**config.mk**
```make
export PLATFORM = sky130hd
export DESIGN_NAME = pcm_fade_envelope_flat
export DESIGN_NICKNAME = d
export VERILOG_FILES = /design/src/hw/rtl/pfe_pkg.sv /design/src/hw/rtl/pfe_if.sv /design/src/hw/rtl/pfe_lane.sv /design/src/hw/rtl/pfe_merge.sv /design/src/hw/rtl/pcm_fade_envelope.sv /design/src/flat_wrapper.sv
export SDC_FILE = /design/constraint.sdc
export NUM_CORES = 2
export LEC_CHECK = 0
export BUFFER_PORTS_ARGS = -buffer_cell sky130_fd_sc_hd__buf_4
export CORE_ASPECT_RATIO = 1.25
export CORE_UTILIZATION = 30
export DETAILED_ROUTE_END_ITERATION = 8
export GPL_TIMING_DRIVEN = 0
export PLACE_DENSITY = 0.5
export SLEW_MARGIN = 20
export SYNTH_ARGS = -nofsm -noshare
export SYNTH_HDL_FRONTEND = slang
export SYNTH_SLANG_ARGS = --single-unit
```
**constraint.sdc**
```tcl
create_clock -name clk_i -period 8.3 [get_ports clk_i]
set_clock_uncertainty 0.15 [all_clocks]
set_input_delay 1.66 -clock clk_i [delete_from_list [all_inputs] [get_ports clk_i]]
set_output_delay 1.66 -clock clk_i [all_outputs]
set_load 0.005 [all_outputs]
```
**src/hw/rtl/pfe_pkg.sv**
```systemverilog
// ----------------------------------------------------------------------------
// pfe_pkg
// Shared widths, register indexes, reset values and the control bundle that
// travels from the envelope control to the output merge stage.
// ----------------------------------------------------------------------------
package pfe_pkg;

  localparam int SampleBits     = 16;
  localparam int CountBits      = 16;
  localparam int FramesLeftBits = 24;
  localparam int CfgIdxBits     = 2;

  typedef enum logic [CfgIdxBits-1:0] {
    CFG_MONO_MODE = 2'd0,
    CFG_FADE_IN   = 2'd1,
    CFG_FADE_OUT  = 2'd2,
    CFG_PAD       = 2'd3
  } cfg_idx_e;

  localparam int FadeInReset  = 4410;
  localparam int FadeOutReset = 4410;
  localparam int PadReset     = 8820;

  typedef struct packed {
    logic silent;
    logic active;
    logic finished;
  } merge_ctrl_t;

endpackage

```
**src/hw/rtl/pfe_if.sv**
```systemverilog
// ----------------------------------------------------------------------------
// pfe_if
// Valid/ready stream interfaces for frame slots in and faded frames out.
// ----------------------------------------------------------------------------
interface pfe_in_if #(
  parameter int SAMPLE_BITS = pfe_pkg::SampleBits
);
  logic                                valid;
  logic                                ready;
  logic                                start_req;
  logic                                have_frame;
  logic signed [SAMPLE_BITS-1:0]       left_in;
  logic signed [SAMPLE_BITS-1:0]       right_in;
  logic [pfe_pkg::FramesLeftBits-1:0]  frames_left;

  modport source (
    output valid, start_req, have_frame, left_in, right_in, frames_left,
    input  ready
  );
  modport sink (
    input  valid, start_req, have_frame, left_in, right_in, frames_left,
    output ready
  );
endinterface

interface pfe_out_if #(
  parameter int SAMPLE_BITS = pfe_pkg::SampleBits
);
  logic                          valid;
  logic                          ready;
  logic signed [SAMPLE_BITS-1:0] left_out;
  logic signed [SAMPLE_BITS-1:0] right_out;
  logic                          active;
  logic                          finished;

  modport source (
    output valid, left_out, right_out, active, finished,
    input  ready
  );
  modport sink (
    input  valid, left_out, right_out, active, finished,
    output ready
  );
endinterface

```
**src/hw/rtl/pfe_lane.sv**
```systemverilog
// ----------------------------------------------------------------------------
// pfe_lane
// One channel gain lane: sample * num / den, truncated toward zero.
// Multiplies once, then runs a restoring divider one quotient bit per cycle.
// ----------------------------------------------------------------------------
module pfe_lane #(
  parameter int SAMPLE_BITS = pfe_pkg::SampleBits,
  parameter int COUNT_BITS  = pfe_pkg::CountBits
) (
  input  logic                          clk_i,
  input  logic                          rst_ni,
  input  logic                          start_i,
  input  logic signed [SAMPLE_BITS-1:0] sample_i,
  input  logic [COUNT_BITS-1:0]         num_i,
  input  logic [COUNT_BITS-1:0]         den_i,
  output logic                          done_o,
  output logic signed [SAMPLE_BITS-1:0] result_o
);

  localparam int ProdBits = SAMPLE_BITS + COUNT_BITS;
  localparam int StepBits = $clog2(SAMPLE_BITS);
  localparam logic [StepBits-1:0] StepLast = StepBits'(SAMPLE_BITS - 1);

  typedef enum logic [2:0] {
    L_IDLE = 3'b001,
    L_MUL  = 3'b010,
    L_DIV  = 3'b100
  } lane_state_e;

  lane_state_e              state_q, state_d;
  logic [StepBits-1:0]      step_q, step_d;
  logic                     done_q, done_d;
  logic [SAMPLE_BITS-1:0]   mag_q;
  logic [COUNT_BITS-1:0]    num_q;
  logic [COUNT_BITS-1:0]    den_q;
  logic                     neg_q;
  logic [ProdBits:0]        div_q, div_d;

  logic [SAMPLE_BITS-1:0]   mag_in;
  logic [ProdBits-1:0]      prod;
  logic [COUNT_BITS:0]      shifted;
  logic [COUNT_BITS:0]      rem_next;
  logic                     ge;
  logic [SAMPLE_BITS-1:0]   quo;

  assign mag_in = sample_i[SAMPLE_BITS-1] ? (~sample_i + 1'b1) : sample_i;
  assign prod   = ProdBits'(mag_q) * ProdBits'(num_q);

  // remainder stays below den, so one extra bit holds the shifted value
  assign shifted  = {div_q[ProdBits-1:SAMPLE_BITS], div_q[SAMPLE_BITS-1]};
  assign ge       = (shifted >= {1'b0, den_q});
  assign rem_next = ge ? (shifted - {1'b0, den_q}) : shifted;

  always_comb begin
    state_d = state_q;
    step_d  = step_q;
    done_d  = 1'b0;
    div_d   = div_q;
    case (state_q)
      L_IDLE: begin
        if (start_i) begin
          state_d = L_MUL;
        end
      end
      L_MUL: begin
        div_d   = {1'b0, prod};
        step_d  = '0;
        state_d = L_DIV;
      end
      L_DIV: begin
        div_d  = {rem_next, div_q[SAMPLE_BITS-2:0], ge};
        step_d = step_q + 1'b1;
        if (step_q == StepLast) begin
          done_d  = 1'b1;
          state_d = L_IDLE;
        end
      end
      default: begin
        state_d = L_IDLE;
      end
    endcase
  end

  always_ff @(posedge clk_i or negedge rst_ni) begin
    if (!rst_ni) begin
      state_q <= L_IDLE;
      step_q  <= '0;
      done_q  <= 1'b0;
    end else begin
      state_q <= state_d;
      step_q  <= step_d;
      done_q  <= done_d;
    end
  end

  always_ff @(posedge clk_i) begin
    if (state_q == L_IDLE && start_i) begin
      mag_q <= mag_in;
      num_q <= num_i;
      den_q <= den_i;
      neg_q <= sample_i[SAMPLE_BITS-1];
    end
    div_q <= div_d;
  end

  assign quo      = div_q[SAMPLE_BITS-1:0];
  assign done_o   = done_q;
  assign result_o = neg_q ? signed'(~quo + 1'b1) : signed'(quo);

endmodule

```
**src/hw/rtl/pfe_merge.sv**
```systemverilog
// ----------------------------------------------------------------------------
// pfe_merge
// Merges the two lane results with the frame flags into the output register.
// Silent frames are forced to zero here.
// ----------------------------------------------------------------------------
module pfe_merge #(
  parameter int SAMPLE_BITS = pfe_pkg::SampleBits
) (
  input  logic                          clk_i,
  input  logic                          rst_ni,
  input  logic                          valid_i,
  output logic                          ready_o,
  input  pfe_pkg::merge_ctrl_t          ctrl_i,
  input  logic signed [SAMPLE_BITS-1:0] left_i,
  input  logic signed [SAMPLE_BITS-1:0] right_i,
  pfe_out_if.source                     out_o
);

  logic                          valid_q;
  logic signed [SAMPLE_BITS-1:0] left_q;
  logic signed [SAMPLE_BITS-1:0] right_q;
  logic                          active_q;
  logic                          finished_q;
  logic                          load;

  assign ready_o = !valid_q || out_o.ready;
  assign load    = valid_i && ready_o;

  always_ff @(posedge clk_i or negedge rst_ni) begin
    if (!rst_ni) begin
      valid_q <= 1'b0;
    end else if (load) begin
      valid_q <= 1'b1;
    end else if (out_o.ready) begin
      valid_q <= 1'b0;
    end
  end

  always_ff @(posedge clk_i) begin
    if (load) begin
      left_q     <= ctrl_i.silent ? '0 : left_i;
      right_q    <= ctrl_i.silent ? '0 : right_i;
      active_q   <= ctrl_i.active;
      finished_q <= ctrl_i.finished;
    end
  end

  assign out_o.valid     = valid_q;
  assign out_o.left_out  = left_q;
  assign out_o.right_out = right_q;
  assign out_o.active    = active_q;
  assign out_o.finished  = finished_q;

endmodule

```
**src/hw/rtl/pcm_fade_envelope.sv**
```systemverilog
// ----------------------------------------------------------------------------
// pcm_fade_envelope
// Linear fade-in / fade-out envelope with end-of-file silence padding.
// ----------------------------------------------------------------------------
// Usage: in_i carries one frame slot per item (start flag, frame-present flag,
// left/right samples, frames remaining); out_o gives one faded frame per item
// with active and finished flags. The user must write registers via cfg_we_i,
// cfg_idx_i and cfg_data_i only while no item is in flight (not enforced).
// Two gain lanes (left, right) run side by side; each gain is one multiply
// and a restoring divide that yields one quotient bit per cycle.
// One item at a time. A frame that needs no gain goes from the input straight
// to the merge state and the output register; each gain pass runs both lanes'
// multiply and divide, and a frame under both fade-in and fade-out takes both.
// The divider step loop sets the rate.
// The output register lets the next item be taken and worked on while the
// previous result waits; a stalled receiver holds the merge state until the
// register frees.
// Reset clears the envelope (not playing) and loads the register defaults.
// ----------------------------------------------------------------------------
module pcm_fade_envelope #(
  parameter int SAMPLE_BITS = pfe_pkg::SampleBits,
  parameter int COUNT_BITS  = pfe_pkg::CountBits
) (
  input  logic                           clk_i,
  input  logic                           rst_ni,
  input  logic                           cfg_we_i,
  input  logic [pfe_pkg::CfgIdxBits-1:0] cfg_idx_i,
  input  logic [COUNT_BITS-1:0]          cfg_data_i,
  pfe_in_if.sink                         in_i,
  pfe_out_if.source                      out_o
);

  localparam logic [COUNT_BITS-1:0] CountMax = '1;

  typedef enum logic [3:0] {
    S_IDLE  = 4'b0001,
    S_IN    = 4'b0010,
    S_OUT   = 4'b0100,
    S_MERGE = 4'b1000
  } state_e;

  // configuration
  logic                  mono_q;
  logic [COUNT_BITS-1:0] fi_len_q;
  logic [COUNT_BITS-1:0] fo_len_q;
  logic [COUNT_BITS-1:0] pad_len_q;

  // envelope state
  logic                  playing_q, playing_d;
  logic                  fi_on_q, fi_on_d;
  logic [COUNT_BITS-1:0] fi_cnt_q, fi_cnt_d;
  logic                  fo_on_q, fo_on_d;
  logic [COUNT_BITS-1:0] fo_cnt_q, fo_cnt_d;
  logic                  pad_on_q, pad_on_d;
  logic [COUNT_BITS-1:0] pad_cnt_q, pad_cnt_d;

  // per-item job
  state_e                        state_q, state_d;
  pfe_pkg::merge_ctrl_t          ctrl_d, ctrl_q;
  logic                          do_in, do_out;
  logic [COUNT_BITS-1:0]         in_num, out_num;
  logic                          job_do_out_q;
  logic [COUNT_BITS-1:0]         job_out_num_q;
  logic signed [SAMPLE_BITS-1:0] r_src;
  logic signed [SAMPLE_BITS-1:0] smp_l_q, smp_r_q;
  logic                          in_acc;

  // lanes
  logic                          lane_start;
  logic signed [SAMPLE_BITS-1:0] lane_l, lane_r;
  logic [COUNT_BITS-1:0]         lane_num, lane_den;
  logic                          done_l, done_r, lanes_done;
  logic signed [SAMPLE_BITS-1:0] res_l, res_r;
  logic                          merge_ready;

  assign in_i.ready = (state_q == S_IDLE);
  assign in_acc     = in_i.valid && in_i.ready;
  assign lanes_done = done_l && done_r;
  assign r_src      = mono_q ? in_i.left_in : in_i.right_in;

  always_ff @(posedge clk_i or negedge rst_ni) begin
    if (!rst_ni) begin
      mono_q    <= 1'b0;
      fi_len_q  <= COUNT_BITS'(pfe_pkg::FadeInReset);
      fo_len_q  <= COUNT_BITS'(pfe_pkg::FadeOutReset);
      pad_len_q <= COUNT_BITS'(pfe_pkg::PadReset);
    end else if (cfg_we_i) begin
      case (cfg_idx_i)
        pfe_pkg::CFG_MONO_MODE: mono_q    <= cfg_data_i[0];
        pfe_pkg::CFG_FADE_IN:   fi_len_q  <= cfg_data_i;
        pfe_pkg::CFG_FADE_OUT:  fo_len_q  <= cfg_data_i;
        pfe_pkg::CFG_PAD:       pad_len_q <= cfg_data_i;
        default: begin
        end
      endcase
    end
  end

  // envelope update for the item on the input
  always_comb begin
    playing_d = playing_q;
    fi_on_d   = fi_on_q;
    fi_cnt_d  = fi_cnt_q;
    fo_on_d   = fo_on_q;
    fo_cnt_d  = fo_cnt_q;
    pad_on_d  = pad_on_q;
    pad_cnt_d = pad_cnt_q;
    ctrl_d    = '{silent: 1'b1, active: 1'b0, finished: 1'b0};
    do_in     = 1'b0;
    do_out    = 1'b0;
    in_num    = '0;
    out_num   = '0;

    if (in_i.start_req) begin
      playing_d = 1'b1;
      fi_on_d   = 1'b1;
      fi_cnt_d  = '0;
      fo_on_d   = 1'b0;
      fo_cnt_d  = '0;
      pad_on_d  = 1'b0;
      pad_cnt_d = '0;
    end

    if (playing_d) begin
      ctrl_d.active = 1'b1;
      if (pad_on_d) begin
        if (pad_cnt_d >= pad_len_q) begin
          playing_d       = 1'b0;
          pad_on_d        = 1'b0;
          pad_cnt_d       = '0;
          ctrl_d.finished = 1'b1;
        end else if (pad_cnt_d != CountMax) begin
          pad_cnt_d = pad_cnt_d + 1'b1;
        end
      end else begin
        if (!fo_on_d && (in_i.frames_left != '0)
            && (in_i.frames_left <= pfe_pkg::FramesLeftBits'(fo_len_q))) begin
          fo_on_d  = 1'b1;
          fo_cnt_d = '0;
        end
        if (!in_i.have_frame) begin
          pad_on_d  = 1'b1;
          pad_cnt_d = COUNT_BITS'(1);
        end else begin
          ctrl_d.silent = 1'b0;
          if (fi_on_d) begin
            if (fi_cnt_d >= fi_len_q) begin
              fi_on_d = 1'b0;
            end else begin
              do_in  = 1'b1;
              in_num = fi_cnt_d;
              if (fi_cnt_d != CountMax) begin
                fi_cnt_d = fi_cnt_d + 1'b1;
              end
            end
          end
          if (fo_on_d) begin
            if (fo_cnt_d >= fo_len_q) begin
              // gain is zero: skip both passes
              ctrl_d.silent = 1'b1;
              do_in         = 1'b0;
            end else begin
              do_out  = 1'b1;
              out_num = fo_len_q - fo_cnt_d;
            end
            if (fo_cnt_d != CountMax) begin
              fo_cnt_d = fo_cnt_d + 1'b1;
            end
          end
        end
      end
    end
  end

  always_ff @(posedge clk_i or negedge rst_ni) begin
    if (!rst_ni) begin
      playing_q <= 1'b0;
      fi_on_q   <= 1'b0;
      fi_cnt_q  <= '0;
      fo_on_q   <= 1'b0;
      fo_cnt_q  <= '0;
      pad_on_q  <= 1'b0;
      pad_cnt_q <= '0;
    end else if (in_acc) begin
      playing_q <= playing_d;
      fi_on_q   <= fi_on_d;
      fi_cnt_q  <= fi_cnt_d;
      fo_on_q   <= fo_on_d;
      fo_cnt_q  <= fo_cnt_d;
      pad_on_q  <= pad_on_d;
      pad_cnt_q <= pad_cnt_d;
    end
  end

  // sequencer: optional fade-in pass, optional fade-out pass, then merge
  always_comb begin
    state_d    = state_q;
    lane_start = 1'b0;
    lane_l     = in_i.left_in;
    lane_r     = r_src;
    lane_num   = in_num;
    lane_den   = fi_len_q;
    case (state_q)
      S_IDLE: begin
        if (in_acc) begin
          if (do_in) begin
            lane_start = 1'b1;
            state_d    = S_IN;
          end else if (do_out) begin
            lane_start = 1'b1;
            lane_num   = out_num;
            lane_den   = fo_len_q;
            state_d    = S_OUT;
          end else begin
            state_d = S_MERGE;
          end
        end
      end
      S_IN: begin
        if (lanes_done) begin
          if (job_do_out_q) begin
            lane_start = 1'b1;
            lane_l     = res_l;
            lane_r     = res_r;
            lane_num   = job_out_num_q;
            lane_den   = fo_len_q;
            state_d    = S_OUT;
          end else begin
            state_d = S_MERGE;
          end
        end
      end
      S_OUT: begin
        if (lanes_done) begin
          state_d = S_MERGE;
        end
      end
      S_MERGE: begin
        if (merge_ready) begin
          state_d = S_IDLE;
        end
      end
      default: begin
        state_d = S_IDLE;
      end
    endcase
  end

  always_ff @(posedge clk_i or negedge rst_ni) begin
    if (!rst_ni) begin
      state_q <= S_IDLE;
    end else begin
      state_q <= state_d;
    end
  end

  always_ff @(posedge clk_i) begin
    if (in_acc) begin
      ctrl_q        <= ctrl_d;
      job_do_out_q  <= do_out;
      job_out_num_q <= out_num;
      smp_l_q       <= in_i.left_in;
      smp_r_q       <= r_src;
    end else if (lanes_done) begin
      smp_l_q <= res_l;
      smp_r_q <= res_r;
    end
  end

  pfe_lane #(
    .SAMPLE_BITS (SAMPLE_BITS),
    .COUNT_BITS  (COUNT_BITS)
  ) u_lane_left (
    .clk_i    (clk_i),
    .rst_ni   (rst_ni),
    .start_i  (lane_start),
    .sample_i (lane_l),
    .num_i    (lane_num),
    .den_i    (lane_den),
    .done_o   (done_l),
    .result_o (res_l)
  );

  pfe_lane #(
    .SAMPLE_BITS (SAMPLE_BITS),
    .COUNT_BITS  (COUNT_BITS)
  ) u_lane_right (
    .clk_i    (clk_i),
    .rst_ni   (rst_ni),
    .start_i  (lane_start),
    .sample_i (lane_r),
    .num_i    (lane_num),
    .den_i    (lane_den),
    .done_o   (done_r),
    .result_o (res_r)
  );

  pfe_merge #(
    .SAMPLE_BITS (SAMPLE_BITS)
  ) u_merge (
    .clk_i   (clk_i),
    .rst_ni  (rst_ni),
    .valid_i (state_q == S_MERGE),
    .ready_o (merge_ready),
    .ctrl_i  (ctrl_q),
    .left_i  (smp_l_q),
    .right_i (smp_r_q),
    .out_o   (out_o)
  );

endmodule

```
**src/flat_wrapper.sv**
```systemverilog
// flat-port wrapper written by rule: the top's interface ports become plain ports
module pcm_fade_envelope_flat 
#(
  parameter int SAMPLE_BITS = pfe_pkg::SampleBits,
  parameter int COUNT_BITS  = pfe_pkg::CountBits
)
  (clk_i, rst_ni, cfg_we_i, cfg_idx_i, cfg_data_i, in_i_valid, in_i_start_req, in_i_have_frame, in_i_left_in, in_i_right_in, in_i_frames_left, in_i_ready, out_o_valid, out_o_left_out, out_o_right_out, out_o_active, out_o_finished, out_o_ready);
  pfe_in_if #(.SAMPLE_BITS(SAMPLE_BITS)) in_i_i ();
  pfe_out_if #(.SAMPLE_BITS(SAMPLE_BITS)) out_o_i ();
  input  logic clk_i;
  input  logic rst_ni;
  input  logic cfg_we_i;
  input  logic [pfe_pkg::CfgIdxBits-1:0] cfg_idx_i;
  input  logic [COUNT_BITS-1:0] cfg_data_i;
  input wire logic [$bits(in_i_i.valid)-1:0] in_i_valid;
  input wire logic [$bits(in_i_i.start_req)-1:0] in_i_start_req;
  input wire logic [$bits(in_i_i.have_frame)-1:0] in_i_have_frame;
  input wire logic [$bits(in_i_i.left_in)-1:0] in_i_left_in;
  input wire logic [$bits(in_i_i.right_in)-1:0] in_i_right_in;
  input wire logic [$bits(in_i_i.frames_left)-1:0] in_i_frames_left;
  output wire logic [$bits(in_i_i.ready)-1:0] in_i_ready;
  output wire logic [$bits(out_o_i.valid)-1:0] out_o_valid;
  output wire logic [$bits(out_o_i.left_out)-1:0] out_o_left_out;
  output wire logic [$bits(out_o_i.right_out)-1:0] out_o_right_out;
  output wire logic [$bits(out_o_i.active)-1:0] out_o_active;
  output wire logic [$bits(out_o_i.finished)-1:0] out_o_finished;
  input wire logic [$bits(out_o_i.ready)-1:0] out_o_ready;
  assign in_i_i.valid = in_i_valid;
  assign in_i_i.start_req = in_i_start_req;
  assign in_i_i.have_frame = in_i_have_frame;
  assign in_i_i.left_in = in_i_left_in;
  assign in_i_i.right_in = in_i_right_in;
  assign in_i_i.frames_left = in_i_frames_left;
  assign in_i_ready = in_i_i.ready;
  assign out_o_valid = out_o_i.valid;
  assign out_o_left_out = out_o_i.left_out;
  assign out_o_right_out = out_o_i.right_out;
  assign out_o_active = out_o_i.active;
  assign out_o_finished = out_o_i.finished;
  assign out_o_i.ready = out_o_ready;
  pcm_fade_envelope #(.SAMPLE_BITS(SAMPLE_BITS), .COUNT_BITS(COUNT_BITS)) u_core (.clk_i(clk_i), .rst_ni(rst_ni), .cfg_we_i(cfg_we_i), .cfg_idx_i(cfg_idx_i), .cfg_data_i(cfg_data_i), .in_i(in_i_i), .out_o(out_o_i));
endmodule
```
### Word level (Yosys, flattened, before mapping)

Index checks and enable logic that the tools add are counted.

* input port bits: 81
* memories: 0
* register bits: 370
* bits in read-only memories: 0
* bits in latches: 0
* logic and storage cells: 244
* bits in writable memories: 0

* add/sub/neg operators: 12
* multipliers: 2
* mux-type cells: 125
* shift-type cells: 0
* divide/modulo/power cells: 0
* reductions and logical operators: 25
* bitwise logic cells: 6
* equality and inequality tests: 26
* order comparisons: 6

Operators with widths (number)
* $mux 16: 57
* $pmux 32 s2: 2
* $add 16x1->16 const B: 7
* $mul 16x16->32: 2
* $not 16->16: 4
* $pmux 16 s2: 2
* $ge 16x16->1: 3
* $ne 16x16->1 const B: 3
* $sub 16x16->16: 3
* $mux 1: 45
* $ge 17x16->1: 2
* $mux 15: 2
* $mux 4: 7
* $le 24x16->1: 1
* $reduce_bool 24->1: 1
* $pmux 3 s3: 2
* $pmux 4 s2: 2
* $pmux 4 s4: 1
* $reduce_and 2->1: 7
* $eq 4x4->1 const B: 3
* $mux 3: 3
* $add 4x1->4 const B: 2
* $ne 2x1->1 const B: 4
* $ne 2x2->1 const B: 4
* 18 further kinds: 33

### Longest topological paths before layout

* depth in word-level cells: 19
* depth in mapped cells: 23
* depth with buffers taken out: 22

### Modules after synthesis

From an unflattened synthesis, not the netlist that was laid out.

* cell total of the unflattened synthesis: 4050
* area, all modules: 38234.2 µm²

Modules (own cells, without submodules)
* pfe_lane at u_core.u_lane_left: cells each 1405, sequential area each 2633.8 µm², area each 13289.0 µm², times used 1
* pfe_lane at u_core.u_lane_right: cells each 1387, sequential area each 2633.8 µm², area each 13173.9 µm², times used 1
* pcm_fade_envelope: cells each 1185, sequential area each 4212.8 µm², area each 10483.8 µm², times used 1
* pfe_merge: cells each 73, sequential area each 1046.0 µm², area each 1287.5 µm², times used 1

### Worst setup path before layout

OpenSTA, ideal clock, no wires.

* path type: input -> register
* from: input in_i_frames_left[2]
* to: register u_core.u_lane_left.den_q[0], enable pin
* buffers on the path: 1
* stages on the path: 19
* slack: 227 ps
* arrival: 7450 ps
* setup time: 474 ps
* cells stage by stage: ha_1 -> o21ai_0 -> a21oi_1 -> o31ai_1 -> a21boi_0 -> o21ai_0 -> a31oi_1 -> clkbuf_1 -> and2_1 -> ha_1 -> inv_1 -> fa_1 -> a21o_1 -> a221oi_2 -> a21oi_1 -> a2111oi_0 -> nor3_1 -> a31oi_1 -> a21oi_1

* longest elaborated chain between the ends: 17
* elaborated cells on any way between the ends: 26

Ends and longest elaborated chain
* from (decl): line flat_wrapper.sv:20 `input wire logic [$bits(in_i_i.frames_left)-1:0] in_i_frames_left;`
* parallel branches: the longest is 2 deep, another holds $le 24x16->1
* $logic_and 1x1->1 *: line pcm_fade_envelope.sv:137 `&& (in_i.frames_left <= pfe_pkg::FramesLeftBits'(fo_len_q))) begin`
* $mux 16: line pcm_fade_envelope.sv:136 `if (!fo_on_d && (in_i.frames_left != '0)`
* $mux 16: line pcm_fade_envelope.sv:126 `if (pad_on_d) begin`
* $mux 16: line pcm_fade_envelope.sv:124 `if (playing_d) begin`
* $ge 16x16->1: line pcm_fade_envelope.sv:158 `if (fo_cnt_d >= fo_len_q) begin`
* $mux 1: line pcm_fade_envelope.sv:158
* $mux 1: line pcm_fade_envelope.sv:157 `if (fo_on_d) begin`
* $mux 1: line pcm_fade_envelope.sv:141 `if (!in_i.have_frame) begin`
* $mux 1: line pcm_fade_envelope.sv:126
* $mux 1: line pcm_fade_envelope.sv:124
* $mux 1: line pcm_fade_envelope.sv:209 `end else if (do_out) begin`
* $mux 1 *: line pcm_fade_envelope.sv:206 `if (do_in) begin`
* $mux 1 *: line pcm_fade_envelope.sv:205 `if (in_acc) begin`
* $pmux 1 s2 *: line pcm_fade_envelope.sv:203 `case (state_q)`
* $logic_and 1x1->1 *: line pfe_lane.sv:97 `if (state_q == L_IDLE && start_i) begin`
* to (signal assigned): line pfe_lane.sv:100 `den_q <= den_i;`
* to (decl): line pfe_lane.sv:35 `logic [COUNT_BITS-1:0] den_q;`

Mark *: on every way between the ends. The select of a mux whose other input is x is not followed.
A chain may end at the register's enable or synchronous reset.

### Worst setup path in the final report

* from: register u_core.u_lane_right.num_q[6]
* to: register u_core.u_lane_right.div_q[30] (data pin)

* longest elaborated chain between the ends: 2

Ends and longest elaborated chain
* from (decl): line pfe_lane.sv:34 `logic [COUNT_BITS-1:0] num_q;`
* from (signal assigned): line pfe_lane.sv:99 `num_q <= num_i;`
* $mul 16x16->32: line pfe_lane.sv:47 `assign prod = ProdBits'(mag_q) * ProdBits'(num_q);`
* $pmux 32 s2: line pfe_lane.sv:59 `case (state_q)`
* via u_core.u_lane_right.div_d[30]: line pfe_lane.sv:37 `logic [ProdBits:0] div_q, div_d;`
* to (signal assigned): line pfe_lane.sv:103 `div_q <= div_d;`
* to (decl): line pfe_lane.sv:37

The timed path passes the listed nets, and every way through them passes these cells.

==> results.md <==
* Number of buffers inserted by port buffering at 116
* Worst reg2reg path depth at 21
* Initial antenna violation count at 5
* Worst Hold Slack at ~320 ps
* Startpoint of the worst register-to-register path: u_core.u_lane_right.num_q[6]
* Synthesis-stage register bit count at 370
* Minimum clock period after layout at about 7800 ps
* Share of the yosys chip area belonging to registers at 0.277
* Primary FF master, synth: sky130_fd_sc_hd__edfxtp_1
* Post-route ant nets at 0
* Core Area at around 130000 sq um
* Overflow left after global routing at 0
* Kind of critical path: flip-flop to flip-flop
* Synthesized Nets at just under 5000
* Pin count of the biggest net entering global routing at between 60 and 70
* Final routed wirelength across all metal layers at approximately 120 mm
* Biggest area contributors in the synthesized netlist: sky130_fd_sc_hd__fa_1, sky130_fd_sc_hd__edfxtp_1, sky130_fd_sc_hd__ha_1
* Worst path max stage delay at between 600 and 700 ps
* Area of the die at 128000 sq um
* Std cell rows at approximately 150
* Clock root buffer: sky130_fd_sc_hd__clkbuf_16
* Setup Buffers After CTS at 0
* Routed wire length per instance at between 20 and 25 um
* Kind of start point of the critical path: flip-flop
* Reg-to-reg slack, setup at about 450 ps
* Most frequent cell on the critical path: sky130_fd_sc_hd__fa_1
* Async set or reset register ratio after synthesis at 0.330
* Commonest non-fill, non-tap cell in the layout: sky130_fd_sc_hd__inv_1
* Setup repair after global routing missed its margin: false
* Pins Over Slew Limit at 0
* Pin slew with the least headroom to its limit at ~980 ps
* Yosys Warn Count at 0
* HP Class: flip-flop to flip-flop
* Number of vias after detailed routing at 29400
* Required time of the critical path at approximately 8500 ps
* Drt first-iter violations at 2031
* Wire length of the first global-routing pass at between 150 and 200 mm
* Combinational family with the most area after synthesis: adder cells
* Endpoint kind of the worst setup timing path: flip-flop
* CTS clock-pin slew for the worst setup and hold paths at ~70 ps
* RR Endpoint: u_core.u_lane_right.div_q[30]
* TritonCTS clock tree: built
* Hold wc startpoint: u_core.ctrl_q[0]
* Share of synthesized cell area in full adder, half adder and majority cells at 0.309
* Standard cell with the maximum stage delay on the critical path: sky130_fd_sc_hd__edfxtp_1
* Compound-gate portion of the synthesized area at 0.0988
* Area share of the largest cell type after synthesis at 0.206
* Number of distinct library cells after synthesis at 89
* Via count of the first global-routing pass at about 30000
* Clk_lat worst skew at roughly 590 ps
* Post-Synth XOR/XNOR Area at 0.0323
* DRC violations left at 0
* Io pins at approximately 120
* Area growth from synthesis to final layout at 12.4%
* Summed instance area of the synthesized netlist at about 38000 sq um
* Maximum clock frequency at between 100 and 150 MHz
* Aggregate global-route resource usage at 0.194
* Top library cells by usage in the layout, fill and taps aside: sky130_fd_sc_hd__inv_1, sky130_fd_sc_hd__nand2_1, sky130_fd_sc_hd__fa_1
* Finish-stage setup viols at 0
* Final Hold Violating Endpoints at 0
* Proportion of synthesized area in mux cells at 0.0370
* Die width at 320 um
* Post-DP HPWL at just over 100 mm
* Cells after synthesis at ~4000
* Post-route fraction of the period consumed by the critical path at 0.945
* Number of buffers on the longest clock path at 3
* Endpoint of the worst setup timing path: u_core.u_lane_right.div_q[30]
* Arrival time reported for the critical path endpoint at 8010 ps
* Sinks on the clock net at 370
* Effective utilization at floorplan at 0.303
* Final net count at ~5000
* Drt first pass iters at 7
* Height of the die at between 300 and 400 um
* Simple logic cell fraction of the synthesized area at 0.173
* Maximum level of the CTS H-tree at 2
* TritonCTS Buffers at 41
* Synth Area per Inst at 9.44 sq um
* Cell chain of the critical path: clkbuf_1 -> nand2_1 -> fa_1 -> inv_1 -> fa_1 -> inv_1 -> fa_1 -> inv_1 -> fa_1 -> fa_1 -> fa_1 -> ha_1 -> clkbuf_1 -> a21oi_1 -> o21ai_0 -> a221oi_1 -> nand2_1 -> o21ai_0 -> o211ai_1 -> o41ai_1 -> a211oi_1
* Max-cap viol count at 0
* Routability Congestion at about 0.90
* Share of final-layout standard cells stronger than drive strength 1 at 0.0821
* Slew HR at 0.328
* Via-to-Cell Ratio at around 5.0
* Area leader, netlist: sky130_fd_sc_hd__fa_1
* Launch point of the worst path: u_core.u_lane_right.num_q[6]
* Post-synth EDFFs at 248
* Result of the run: finished clean
* Biggest fanout along the worst timing path at 10
-- synth_stat cells (25+ instances only) --
| library cell | instances |
|---|---|
| sky130_fd_sc_hd__fa_1 | 391 |
| sky130_fd_sc_hd__inv_1 | 577 |
| sky130_fd_sc_hd__nor4_1 | 27 |
| sky130_fd_sc_hd__clkbuf_1 | 126 |
| sky130_fd_sc_hd__a21oi_1 | 171 |
| sky130_fd_sc_hd__ha_1 | 313 |
| sky130_fd_sc_hd__edfxtp_1 | 248 |
| sky130_fd_sc_hd__o21a_1 | 25 |
| sky130_fd_sc_hd__xor2_1 | 72 |
| sky130_fd_sc_hd__and2_1 | 186 |
| sky130_fd_sc_hd__dfrtp_1 | 101 |
| sky130_fd_sc_hd__nand3_1 | 83 |
| sky130_fd_sc_hd__and3_1 | 35 |
| sky130_fd_sc_hd__mux2_2 | 58 |
| sky130_fd_sc_hd__nor3_1 | 44 |
| sky130_fd_sc_hd__xnor2_1 | 68 |
| sky130_fd_sc_hd__a31oi_1 | 34 |
| sky130_fd_sc_hd__nor2b_1 | 76 |
| sky130_fd_sc_hd__a21o_1 | 38 |
| sky130_fd_sc_hd__nand4_1 | 26 |
| sky130_fd_sc_hd__o21ai_0 | 150 |
| sky130_fd_sc_hd__nor2_1 | 196 |
| sky130_fd_sc_hd__nand2_1 | 575 |
| sky130_fd_sc_hd__mux2i_1 | 75 |
-- layer usage --
layer,track usage,routed length (um),vias to the layer above
met5,0,0,-
met4,0.0673,4470,0
met3,0.0217,6100,166
met2,0.336,60500,757
met1,0.250,52400,14700
li1,-,-,13700
-- layout make-up --
cell class	count	area, sq um
well taps	1617	2020
fillers	13000	82500
diodes	2	5.00
inverters	579	2170
clock inverters	27	312
multi-input cells	2928	24800
plain buffers	143	581
repair buffers	129	1190
clock buffers	48	1090
flip-flops and latches	370	10500
-- worst min-delay path by stage --
stage                                                to  slack [ps]  depth (start not counted)
final                     u_core.u_merge.out_o.finished         320                          0
after global routing      u_core.u_merge.out_o.finished         330                          0
after CTS                 u_core.u_merge.out_o.finished         320                          0
after detailed placement  u_core.u_merge.out_o.finished         280                          0
after global placement    u_core.u_merge.out_o.finished         300                          0
after floorplan             u_core.u_merge.out_o.active         250                          0
-- sequential cells by signal, indices dropped and copies added, names as in the netlist, 4 cells and up --
name and cells:
u_core.u_lane_right.div_q 32, u_core.state_q 4, u_core.u_lane_left.mag_q 16, u_core.u_lane_right.den_q 16, u_core.u_lane_right.mag_q 16, u_core.u_lane_left.step_q 4, u_core.u_merge.out_o.right_out 16, u_core.job_out_num_q 16
u_core.fo_len_q 16, u_core.fi_len_q 16, u_core.pad_cnt_q 16, u_core.smp_r_q 16, u_core.pad_len_q 16, u_core.u_lane_left.den_q 16, u_core.u_merge.out_o.left_out 16, u_core.u_lane_left.div_q 32
u_core.fo_cnt_q 16, u_core.smp_l_q 16, u_core.u_lane_left.num_q 16, u_core.u_lane_right.step_q 4, u_core.u_lane_right.num_q 16, u_core.fi_cnt_q 16
-- critical path, delay by kind of cell (launching register included) --
family,cells,cell delay [ps]
DFF,1,650
AOI/OAI and AO/OA,7,2000
buffers and inverters,5,980
adders and majority gates,7,3500
and+or+nand+nor,2,260
-- through the flow --
stage	setup TNS, ps	utilization	cell area [sq um]	setup slack [ps]	std cells
after floorplan	0	-	38000	227	4021
after global placement	-411280	0.326	40900	-4290	5754
after detailed placement	-68790	0.330	41300	-786	5767
after CTS	0	0.341	42700	268	5842
after global routing	0	0.341	42700	27.9	5842
final	0	0.341	42700	454	5843
-- cells by family (layout without fill, tap and decap cells) --
family | count (synthesis) | count (layout)
adder cells (fa/ha/maj) | 704 | 704
other | 0 | 2
multiplexers | 133 | 133
XOR/XNOR | 140 | 140
AO/OA/AOI/OAI | 593 | 593
AND/OR/NAND/NOR | 1358 | 1358
flip-flops | 370 | 370
buffers and inverters | 723 | 926
-- repair_timing --
action	4_1_cts	5_1_grt
setup endpoints to repair	29	39
hold buffers	0	0
resized for setup	5	2
Power is not shown: default switching activity piles up to over one toggle a cycle in this logic, so the estimate is an artifact.
